--- src/rtl/bta_pkg.sv ---
package bta_pkg;

  localparam int PROCS_DEF       = 16;
  localparam int TICKET_BITS_DEF = 16;

  // fixed field widths on the ports
  localparam int PID_W = 4;
  localparam int GID_W = 4;
  localparam int TKO_W = 16;
  localparam int IN_W  = 8;
  localparam int OUT_W = 24;

  typedef enum logic [1:0] {
    ST_OK       = 2'd0,
    ST_AGAIN    = 2'd1,
    ST_NOTICKET = 2'd2,
    ST_OVERFLOW = 2'd3
  } status_t;

  typedef enum logic {
    REQ_ENTER = 1'b0,
    REQ_LEAVE = 1'b1
  } req_t;

  // grant_valid lands in bit 0
  typedef struct packed {
    status_t           status;
    logic [TKO_W-1:0]  ticket;
    logic [GID_W-1:0]  grant_id;
    logic              grant_valid;
  } result_t;

  typedef struct packed {
    logic start;
    logic take;
  } core_ctl_t;

  typedef struct packed {
    logic idle;
    logic done;
  } core_sts_t;

endpackage

--- src/rtl/bakery_ticket_arbiter_top.sv ---
// Bakery ticket arbiter. Each input beat is an enter or leave request from
// one requester; each yields one result beat with the current lock holder
// (smallest live ticket, ties to the lower id), the ticket handed out on a
// good enter, and a status code. Tickets sit in a memory with one read
// port and registered reads; every beat makes one full pass over it to find
// the largest ticket and the holder, then writes the issuer's entry back on
// a good enter or leave. One beat is in work at a time: a new beat is taken
// only once the finished result has moved into an output register (held
// back while that register is full and stalled); the result waits there,
// so the next beat may enter meanwhile. Per-entry valid bits make the
// memory read as all zero right after reset; there is no clearing pass.
module bakery_ticket_arbiter_top import bta_pkg::*; #(
  parameter int PROCS       = PROCS_DEF,
  parameter int TICKET_BITS = TICKET_BITS_DEF
) (
  input  logic             clk,
  input  logic             rst_n,
  input  logic             in_tvalid,
  output logic             in_tready,
  input  logic [IN_W-1:0]  in_tdata,   // [3:0] proc_id, [7:4] zero
  input  logic             in_tuser,   // [0] req_type
  output logic             out_tvalid,
  input  logic             out_tready,
  output logic [OUT_W-1:0] out_tdata   // [0] grant_valid, [4:1] grant_id,
                                       // [20:5] ticket_out, [22:21] status,
                                       // [23] zero
);

  core_ctl_t        ctl;
  core_sts_t        sts;
  result_t          core_res;
  logic             out_tvalid_r;
  logic [OUT_W-1:0] out_data_r;

  assign in_tready = sts.idle;
  assign ctl.start = in_tvalid && sts.idle;
  assign ctl.take  = sts.done && (!out_tvalid_r || out_tready);

  bta_core #(
    .PROCS       (PROCS),
    .TICKET_BITS (TICKET_BITS)
  ) u_core (
    .clk      (clk),
    .rst_n    (rst_n),
    .ctl      (ctl),
    .req_type (in_tuser),
    .proc_id  (in_tdata[PID_W-1:0]),
    .sts      (sts),
    .result   (core_res)
  );

  always_ff @(posedge clk) begin
    if (!rst_n) begin
      out_tvalid_r <= 1'b0;
    end else if (ctl.take) begin
      out_tvalid_r <= 1'b1;
    end else if (out_tready) begin
      out_tvalid_r <= 1'b0;
    end
  end

  always_ff @(posedge clk) begin
    if (ctl.take) begin
      out_data_r <= {1'b0, core_res};
    end
  end

  assign out_tvalid = out_tvalid_r;
  assign out_tdata  = out_data_r;

endmodule

--- src/rtl/bta_core.sv ---
module bta_core import bta_pkg::*; #(
  parameter int PROCS       = PROCS_DEF,
  parameter int TICKET_BITS = TICKET_BITS_DEF
) (
  input  logic             clk,
  input  logic             rst_n,
  input  core_ctl_t        ctl,
  input  logic             req_type,
  input  logic [PID_W-1:0] proc_id,
  output core_sts_t        sts,
  output result_t          result
);

  localparam int IDX_W = $clog2(PROCS);
  localparam int CNT_W = $clog2(PROCS + 1);
  localparam int EXT_W = PID_W + IDX_W;
  localparam logic [TICKET_BITS-1:0] TK_ALL1 = '1;

  typedef enum logic [1:0] {S_IDLE, S_SCAN, S_DECIDE, S_DONE} state_t;

  state_t                 state_r;
  logic [CNT_W-1:0]       cnt_r;
  logic                   leave_r;
  logic [IDX_W-1:0]       pid_r;
  logic                   pok_r;
  logic [TICKET_BITS-1:0] max_r;
  logic [TICKET_BITS-1:0] own_r;
  logic [TICKET_BITS-1:0] best_r;
  logic [IDX_W-1:0]       best_id_r;
  logic                   found_r;
  result_t                result_r;

  logic [TICKET_BITS-1:0] tk_mem [PROCS];
  logic [PROCS-1:0]       live_r;
  logic [TICKET_BITS-1:0] rd_data_r;

  logic [EXT_W-1:0]       pid_ext;
  logic                   rd_en;
  logic [IDX_W-1:0]       rd_addr;
  logic [CNT_W-1:0]       prev_cnt;
  logic [IDX_W-1:0]       prev_idx;
  logic                   is_own;

  logic                   mem_we;
  logic [TICKET_BITS-1:0] new_p;
  logic [TICKET_BITS-1:0] tk_give;
  status_t                st;
  logic                   p_wins;
  logic                   win_valid;
  logic [IDX_W-1:0]       win_id;
  logic [EXT_W-1:0]       gid_ext;
  logic [TKO_W+TICKET_BITS-1:0] tk_ext;

  assign pid_ext  = {{IDX_W{1'b0}}, proc_id};
  assign rd_en    = (state_r == S_SCAN) && (cnt_r < CNT_W'(PROCS));
  assign rd_addr  = cnt_r[IDX_W-1:0];
  assign prev_cnt = cnt_r - CNT_W'(1);
  assign prev_idx = prev_cnt[IDX_W-1:0];
  assign is_own   = pok_r && (prev_idx == pid_r);

  // ticket memory, one read port; entries never written read as zero
  always_ff @(posedge clk) begin
    if (rd_en) begin
      rd_data_r <= live_r[rd_addr] ? tk_mem[rd_addr] : '0;
    end
    if (mem_we) begin
      tk_mem[pid_r] <= new_p;
    end
  end

  always_ff @(posedge clk) begin
    if (!rst_n) begin
      live_r <= '0;
    end else if (mem_we) begin
      live_r[pid_r] <= 1'b1;
    end
  end

  // outcome of the item, from the scan totals
  always_comb begin
    mem_we  = 1'b0;
    new_p   = own_r;
    tk_give = '0;
    st      = ST_OK;
    if (pok_r) begin
      if (leave_r == REQ_ENTER) begin
        if (own_r != '0) begin
          st = ST_AGAIN;
        end else if (max_r == TK_ALL1) begin
          st = ST_OVERFLOW;
        end else begin
          tk_give = max_r + TICKET_BITS'(1);
          new_p   = tk_give;
          mem_we  = (state_r == S_DECIDE);
        end
      end else begin
        if (own_r == '0) begin
          st = ST_NOTICKET;
        end else begin
          new_p  = '0;
          mem_we = (state_r == S_DECIDE);
        end
      end
    end

    // the issuer's entry was left out of the scan minimum; merge it here
    p_wins = pok_r && (new_p != '0) &&
             (!found_r || (new_p < best_r) || ((new_p == best_r) && (pid_r < best_id_r)));
    win_valid = found_r || p_wins;
    win_id    = p_wins ? pid_r : (found_r ? best_id_r : '0);
    gid_ext   = {{PID_W{1'b0}}, win_id};
    tk_ext    = {{TKO_W{1'b0}}, tk_give};
  end

  always_ff @(posedge clk) begin
    if (!rst_n) begin
      state_r <= S_IDLE;
      cnt_r   <= '0;
    end else begin
      case (state_r)
        S_IDLE: begin
          if (ctl.start) begin
            leave_r <= req_type;
            pid_r   <= pid_ext[IDX_W-1:0];
            pok_r   <= pid_ext < EXT_W'(PROCS);
            cnt_r   <= '0;
            max_r   <= '0;
            own_r   <= '0;
            found_r <= 1'b0;
            state_r <= S_SCAN;
          end
        end
        S_SCAN: begin
          cnt_r <= cnt_r + CNT_W'(1);
          if (cnt_r != '0) begin
            if (rd_data_r > max_r) begin
              max_r <= rd_data_r;
            end
            if (is_own) begin
              own_r <= rd_data_r;
            end else if ((rd_data_r != '0) && (!found_r || (rd_data_r < best_r))) begin
              found_r   <= 1'b1;
              best_r    <= rd_data_r;
              best_id_r <= prev_idx;
            end
          end
          if (cnt_r == CNT_W'(PROCS)) begin
            state_r <= S_DECIDE;
          end
        end
        S_DECIDE: begin
          result_r.grant_valid <= win_valid;
          result_r.grant_id    <= gid_ext[GID_W-1:0];
          result_r.ticket      <= tk_ext[TKO_W-1:0];
          result_r.status      <= st;
          state_r              <= S_DONE;
        end
        S_DONE: begin
          if (ctl.take) begin
            state_r <= S_IDLE;
          end
        end
        default: state_r <= S_IDLE;
      endcase
    end
  end

  assign sts.idle = (state_r == S_IDLE);
  assign sts.done = (state_r == S_DONE);
  assign result   = result_r;

endmodule

--- config.mk ---
export PLATFORM = sky130hd
export DESIGN_NAME = bakery_ticket_arbiter_top
export DESIGN_NICKNAME = d
export VERILOG_FILES = /design/src/rtl/bta_pkg.sv /design/src/rtl/bakery_ticket_arbiter_top.sv /design/src/rtl/bta_core.sv
export SDC_FILE = /design/constraint.sdc
export NUM_CORES = 1
export LEC_CHECK = 0
export ABC_AREA = 1
export BUFFER_PORTS_ARGS = -buffer_cell sky130_fd_sc_hd__buf_2
export CORE_ASPECT_RATIO = 1.2
export CORE_UTILIZATION = 48
export CTS_BUF_LIST = sky130_fd_sc_hd__clkbuf_8
export CTS_CLUSTER_DIAMETER = 80
export DETAILED_ROUTE_END_ITERATION = 8
export SLEW_MARGIN = 20
export SYNTH_ARGS = -nofsm -noshare
export SYNTH_HDL_FRONTEND = slang
export SYNTH_HIERARCHICAL = 1
export SYNTH_SLANG_ARGS = --single-unit
--- constraint.sdc ---
create_clock -name clk -period 4.3 [get_ports clk]
set_input_delay 0.86 -clock clk [delete_from_list [all_inputs] [get_ports clk]]
set_output_delay 0.86 -clock clk [all_outputs]
set_load 0.02 [all_outputs]
==> results by group <==
Run status
  • Status: finished clean

Route
  • Vias per cell: 5.504
  • Number of detailed-route iterations in the first pass: 5
  • Count of nets left with antenna violations after detail routing: 0
  • Via count: 11.39k
  • Starting DRT DRC Count: 915
  • Wirelength, routed: 40400 um
  • WL per Instance: 19.53 um
  • DR DRC count: 0

Layout
  • Area overhead of the layout relative to synthesis: 11.45%
  • Area of all sequential standard cells: 11780 um2
  • Filler instances: 3033
  • Diode insertion count for antenna repair: 0
  • Share of cells above drive strength 1: 12.20%
  • Final layout net count: 1632
  • Cell area after layout: 19240 um2
  • Area taken by multi-input logic gates: 4781 um2

Critical path
  • Startpoint of the worst register-to-register path: u_core/max_r[0]
  • Crit Path Category: reg -> reg
  • Critical path data arrival time: 3.86 ns
  • CP top delay family: simple AND/OR/NAND/NOR gates
  • Largest fanout on the critical path: 18
  • Start point of the critical path: u_core/max_r[0]
  • Startpoint kind of the worst setup timing path: flop
  • Sequence of cells on the critical path: ha_1, nand2_2, nor2_4, nand2_4, nor2_4, nor2_4, nand3_1, nand2_2, ha_1, a21oi_1, nand3b_1, a21oi_1, nor4_1, nand2_1, nand3_1, nand2_2, nand2_1, nand2_1
  • Required time at the endpoint of the critical path: 4.67 ns
  • Buffers & Inverters on Critical Path: 0
  • Biggest cell delay along the critical path: 0.50 ns
  • Endpoint type of the worst setup path: flop
  • Slowest stage cell on the critical path: sky130_fd_sc_hd__edfxtp_1

Die
  • Die Area: 36730 um2
  • Cell row count: 75
  • Number of I/O pins: 39
  • Die extent in y: 209.7 um
  • Horiz. Die Dim: 175.1 um
  • Effective utilization at floorplan: 49.05%
  • Std-Cell Core Area: 35190 um2

Synth
  • FF+latch count, synth: 400
  • Dominant synthesized flop cell: sky130_fd_sc_hd__edfxtp_1
  • Syn Inst Count: 1490
  • Part of the Yosys area used for sequential elements: 68.19%
  • Number of nets in the synthesized netlist: 1561
  • Synth Cell Area: 17260 um2
  • Avg Inst Size Synth: 11.58 um2
  • Number of enable-type register cells in the synthesized netlist: 376
  • Share of synthesized registers carrying an async set or reset: 0%
  • Yosys cell types: 41
  • Count of synthesis-stage warnings from yosys: 6

Global route
  • Residual overflow from global routing: 0
  • Via count of the first global-routing pass: 11.09k
  • Maximum number of pins on one net before global-route repair: 138
  • Number of antenna violations at the first check in global routing: 0
  • Wire length of the first global-routing pass: 62590 um
  • Gr usage total: 22.35%

Timing
  • Final count of pins violating max slew: 0
  • Unrepaired setup endpoints after global routing: no
  • Final sum of negative setup slack: 0 ns
  • Worst slew slack as a fraction of its limit: 40.88%
  • Setup WS post-layout: 0.8109 ns
  • Maximum operating frequency: 286.6 MHz
  • Smallest hold slack: 0.4174 ns
  • Total count of hold-check failures in the final report: 0
  • Ratio of final minimum period to clock period: 81.14%
  • Clock period minus final worst setup slack: 3.489 ns
  • Final count of negative-setup-slack endpoints: 0
  • Worst Tran Pin Value: 0.8858 ns
  • Post-Route Skew: 0.01843 ns

Pwr
  • Internal power consumption: 6.850 mW
  • Proportion of power drawn by flip-flops and latches: 49.4%
  • Tot Pwr: 9.991 mW
  • PwrDens: 519.3 nW/um2
  • Clock network fraction of design power: 29.4%
  • Share of total power consumed by net switching: 31.44%
  • Combinational fraction of design power: 21.2%
  • LEAKAGE: 7.412 nW
  • Net switching power of the design: 3.141 mW
  • Peak supply drop: 0.0003461 V

Clock tree
  • Clock Pin Slew Worst Setup and Hold Paths: 0.06 ns
  • Clock tree from TritonCTS: built
  • Sinks on Clock Net: 400
  • H-Tree Level Count: 2
  • Post-CTS Setup Bufs: 0
  • Worst-skew pair later-pin latency: 0.63 ns
  • CTS max path bufs: 3
  • Master cell of the clock root buffer: sky130_fd_sc_hd__clkbuf_8
  • CTS Buf Count: 58
  • Number of gates resized after cts: 0
  • Post-cts hold buffer count: 0

Hold path
  • Hold Path Origin: u_core/result[15]
  • Class of the tightest hold or removal check: reg -> reg

Placement
  • Placer congestion estimate: 0.8952
  • Count of input and output buffers: 33
  • Detailed placement HPWL: 25810 um
  • DP Worst Slack: 0.8496 ns
  • Total placed instance area: 18120 um2

Job
  • Max cap viols: 0
## worst paths after layout
path	to	slack, ns	cells past startpoint
setup / recovery	u_core/result[2]	0.81	18
hold / removal	out_tdata[15]	0.42	0
setup reg to reg	u_core/result[2]	0.81	18
hold reg to reg	out_tdata[15]	0.42	0
## cells in the mapped netlist, types with 2 or more instances
library cell / instances / area (um2)
sky130_fd_sc_hd__nor3_1: 10 / 50.05
sky130_fd_sc_hd__a211oi_1: 3 / 22.52
sky130_fd_sc_hd__o21ai_2: 2 / 17.52
sky130_fd_sc_hd__nand3b_1: 3 / 22.52
sky130_fd_sc_hd__inv_2: 4 / 15.01
sky130_fd_sc_hd__nor2_4: 4 / 45.04
sky130_fd_sc_hd__o221ai_1: 32 / 280.3
sky130_fd_sc_hd__a21oi_1: 33 / 165.2
sky130_fd_sc_hd__nand2_2: 11 / 68.82
sky130_fd_sc_hd__o21ai_0: 144 / 720.7
sky130_fd_sc_hd__nor2_1: 244 / 915.9
sky130_fd_sc_hd__o21ai_1: 4 / 20.02
sky130_fd_sc_hd__nand4_1: 12 / 75.07
sky130_fd_sc_hd__buf_1: 7 / 26.28
sky130_fd_sc_hd__inv_1: 125 / 469.2
sky130_fd_sc_hd__ha_1: 58 / 725.7
sky130_fd_sc_hd__edfxtp_1: 376 / 11290
sky130_fd_sc_hd__xor2_1: 10 / 87.58
sky130_fd_sc_hd__nand3_2: 2 / 20.02
sky130_fd_sc_hd__dfxtp_1: 24 / 480.5
sky130_fd_sc_hd__nor4_1: 6 / 37.54
sky130_fd_sc_hd__nor2_2: 3 / 18.77
sky130_fd_sc_hd__o21a_1: 4 / 30.03
sky130_fd_sc_hd__nand3_1: 68 / 340.3
sky130_fd_sc_hd__nand2_1: 186 / 698.2
sky130_fd_sc_hd__clkbuf_1: 48 / 180.2
sky130_fd_sc_hd__buf_2: 7 / 35.03
sky130_fd_sc_hd__o22ai_1: 40 / 250.2
sky130_fd_sc_hd__o211ai_1: 8 / 60.06
## cell families after synthesis
family	count (synthesis)	share of synthesized area (%)
AOI/OAI and AO/OA	273	9.220
xor gates and xnor gates	10	0.5074
adders and majority gates	58	4.204
buffers and inverters	194	4.335
DFF	400	68.19
other	1	0.02172
and+or+nand+nor	554	13.52
## worst register-to-register path, stage by stage, from the launching register on
cell and delay (ns):
sky130_fd_sc_hd__edfxtp_1 0.50, sky130_fd_sc_hd__ha_1 0.30, sky130_fd_sc_hd__nand2_2 0.09, sky130_fd_sc_hd__nor2_4 0.05
sky130_fd_sc_hd__nand2_4 0.09, sky130_fd_sc_hd__nor2_4 0.05, sky130_fd_sc_hd__nor2_4 0.27, sky130_fd_sc_hd__nand3_1 0.18
sky130_fd_sc_hd__nand2_2 0.34, sky130_fd_sc_hd__ha_1 0.33, sky130_fd_sc_hd__a21oi_1 0.18, sky130_fd_sc_hd__nand3b_1 0.13
sky130_fd_sc_hd__a21oi_1 0.07, sky130_fd_sc_hd__nor4_1 0.17, sky130_fd_sc_hd__nand2_1 0.09, sky130_fd_sc_hd__nand3_1 0.18
sky130_fd_sc_hd__nand2_2 0.11, sky130_fd_sc_hd__nand2_1 0.07, sky130_fd_sc_hd__nand2_1 0.05
## flip-flops by register name (all words and copies together) (netlist names)
register / count
u_core/leave_r: 1
u_core/state_r: 2
u_core/cnt_r: 5
u_core/best_id_r: 4
out_tvalid: 1
u_core/tk_mem: 256
u_core/found_r: 1
u_core/own_r: 16
u_core/pid_r: 4
out_tdata: 23
u_core/result: 23
u_core/rd_data_r: 16
u_core/max_r: 16
u_core/best_r: 16
u_core/live_r: 16
## area by class of cell
cell class                      count  area share [%]
Clock buffer                       59           4.221
Clock inverter                     47           1.593
Inverter                          130           2.550
Multi-Input combinational cell    896           24.85
Sequential cell                   400           61.22
Tap cell                          462           3.005
Timing Repair Buffer               75           2.563
## per-layer routing
| metal | vias up | share of wire [%] | global-route usage, % |
|---|---|---|---|
| met1 | 5572 | 42 | 28.35 |
| met4 | 0 | 4.0 | 10.07 |
| li1 | 5421 | - | - |
| met5 | - | 0 | 0 |
| met2 | 308 | 49 | 38.15 |
| met3 | 87 | 4.5 | 2.989 |
## metrics by stage
step | util (%) | instances
2_1_floorplan | - | 1490
3_3_place_gp | 51.49 | 1963
3_5_place_dp | 51.49 | 1963
4_1_cts | 54.67 | 2069
5_1_grt | 54.67 | 2069
6_report | 54.67 | 2069
## power groups by stage
stage	registers (mW)	clock network [mW]	logic (mW)
after detailed placement	5.02	0	2.11
final	4.94	2.94	2.12
after global placement	5.01	0	2.06
after CTS	4.94	3.00	2.12
after global routing	4.96	3.16	2.37
after floorplan	4.96	0	1.42
## placed cells by master (no fill, tap or decap), types with 3 or more instances in the layout
cell / instances
sky130_fd_sc_hd__xor2_1: 10
sky130_fd_sc_hd__nor3_1: 9
sky130_fd_sc_hd__nand2_1: 186
sky130_fd_sc_hd__o21a_1: 4
sky130_fd_sc_hd__nand3b_1: 3
sky130_fd_sc_hd__o21ai_0: 143
sky130_fd_sc_hd__a21oi_1: 32
sky130_fd_sc_hd__buf_4: 41
sky130_fd_sc_hd__nor4_1: 6
sky130_fd_sc_hd__nor2_2: 15
sky130_fd_sc_hd__nand3_1: 68
sky130_fd_sc_hd__inv_2: 5
sky130_fd_sc_hd__o221ai_1: 32
sky130_fd_sc_hd__a211oi_1: 3
sky130_fd_sc_hd__nor2_4: 4
sky130_fd_sc_hd__nor2_1: 232
sky130_fd_sc_hd__edfxtp_1: 376
sky130_fd_sc_hd__ha_1: 58
sky130_fd_sc_hd__o21ai_1: 5
sky130_fd_sc_hd__inv_1: 142
sky130_fd_sc_hd__inv_6: 3
sky130_fd_sc_hd__o22ai_1: 40
sky130_fd_sc_hd__clkinv_2: 8
sky130_fd_sc_hd__buf_2: 33
sky130_fd_sc_hd__o211ai_1: 8
sky130_fd_sc_hd__dfxtp_1: 22
sky130_fd_sc_hd__clkinv_1: 14
sky130_fd_sc_hd__clkbuf_8: 59
sky130_fd_sc_hd__bufinv_16: 4
sky130_fd_sc_hd__nand4_1: 12
sky130_fd_sc_hd__nand2_2: 11
Note: power is estimated with default switching activity, not from simulation.
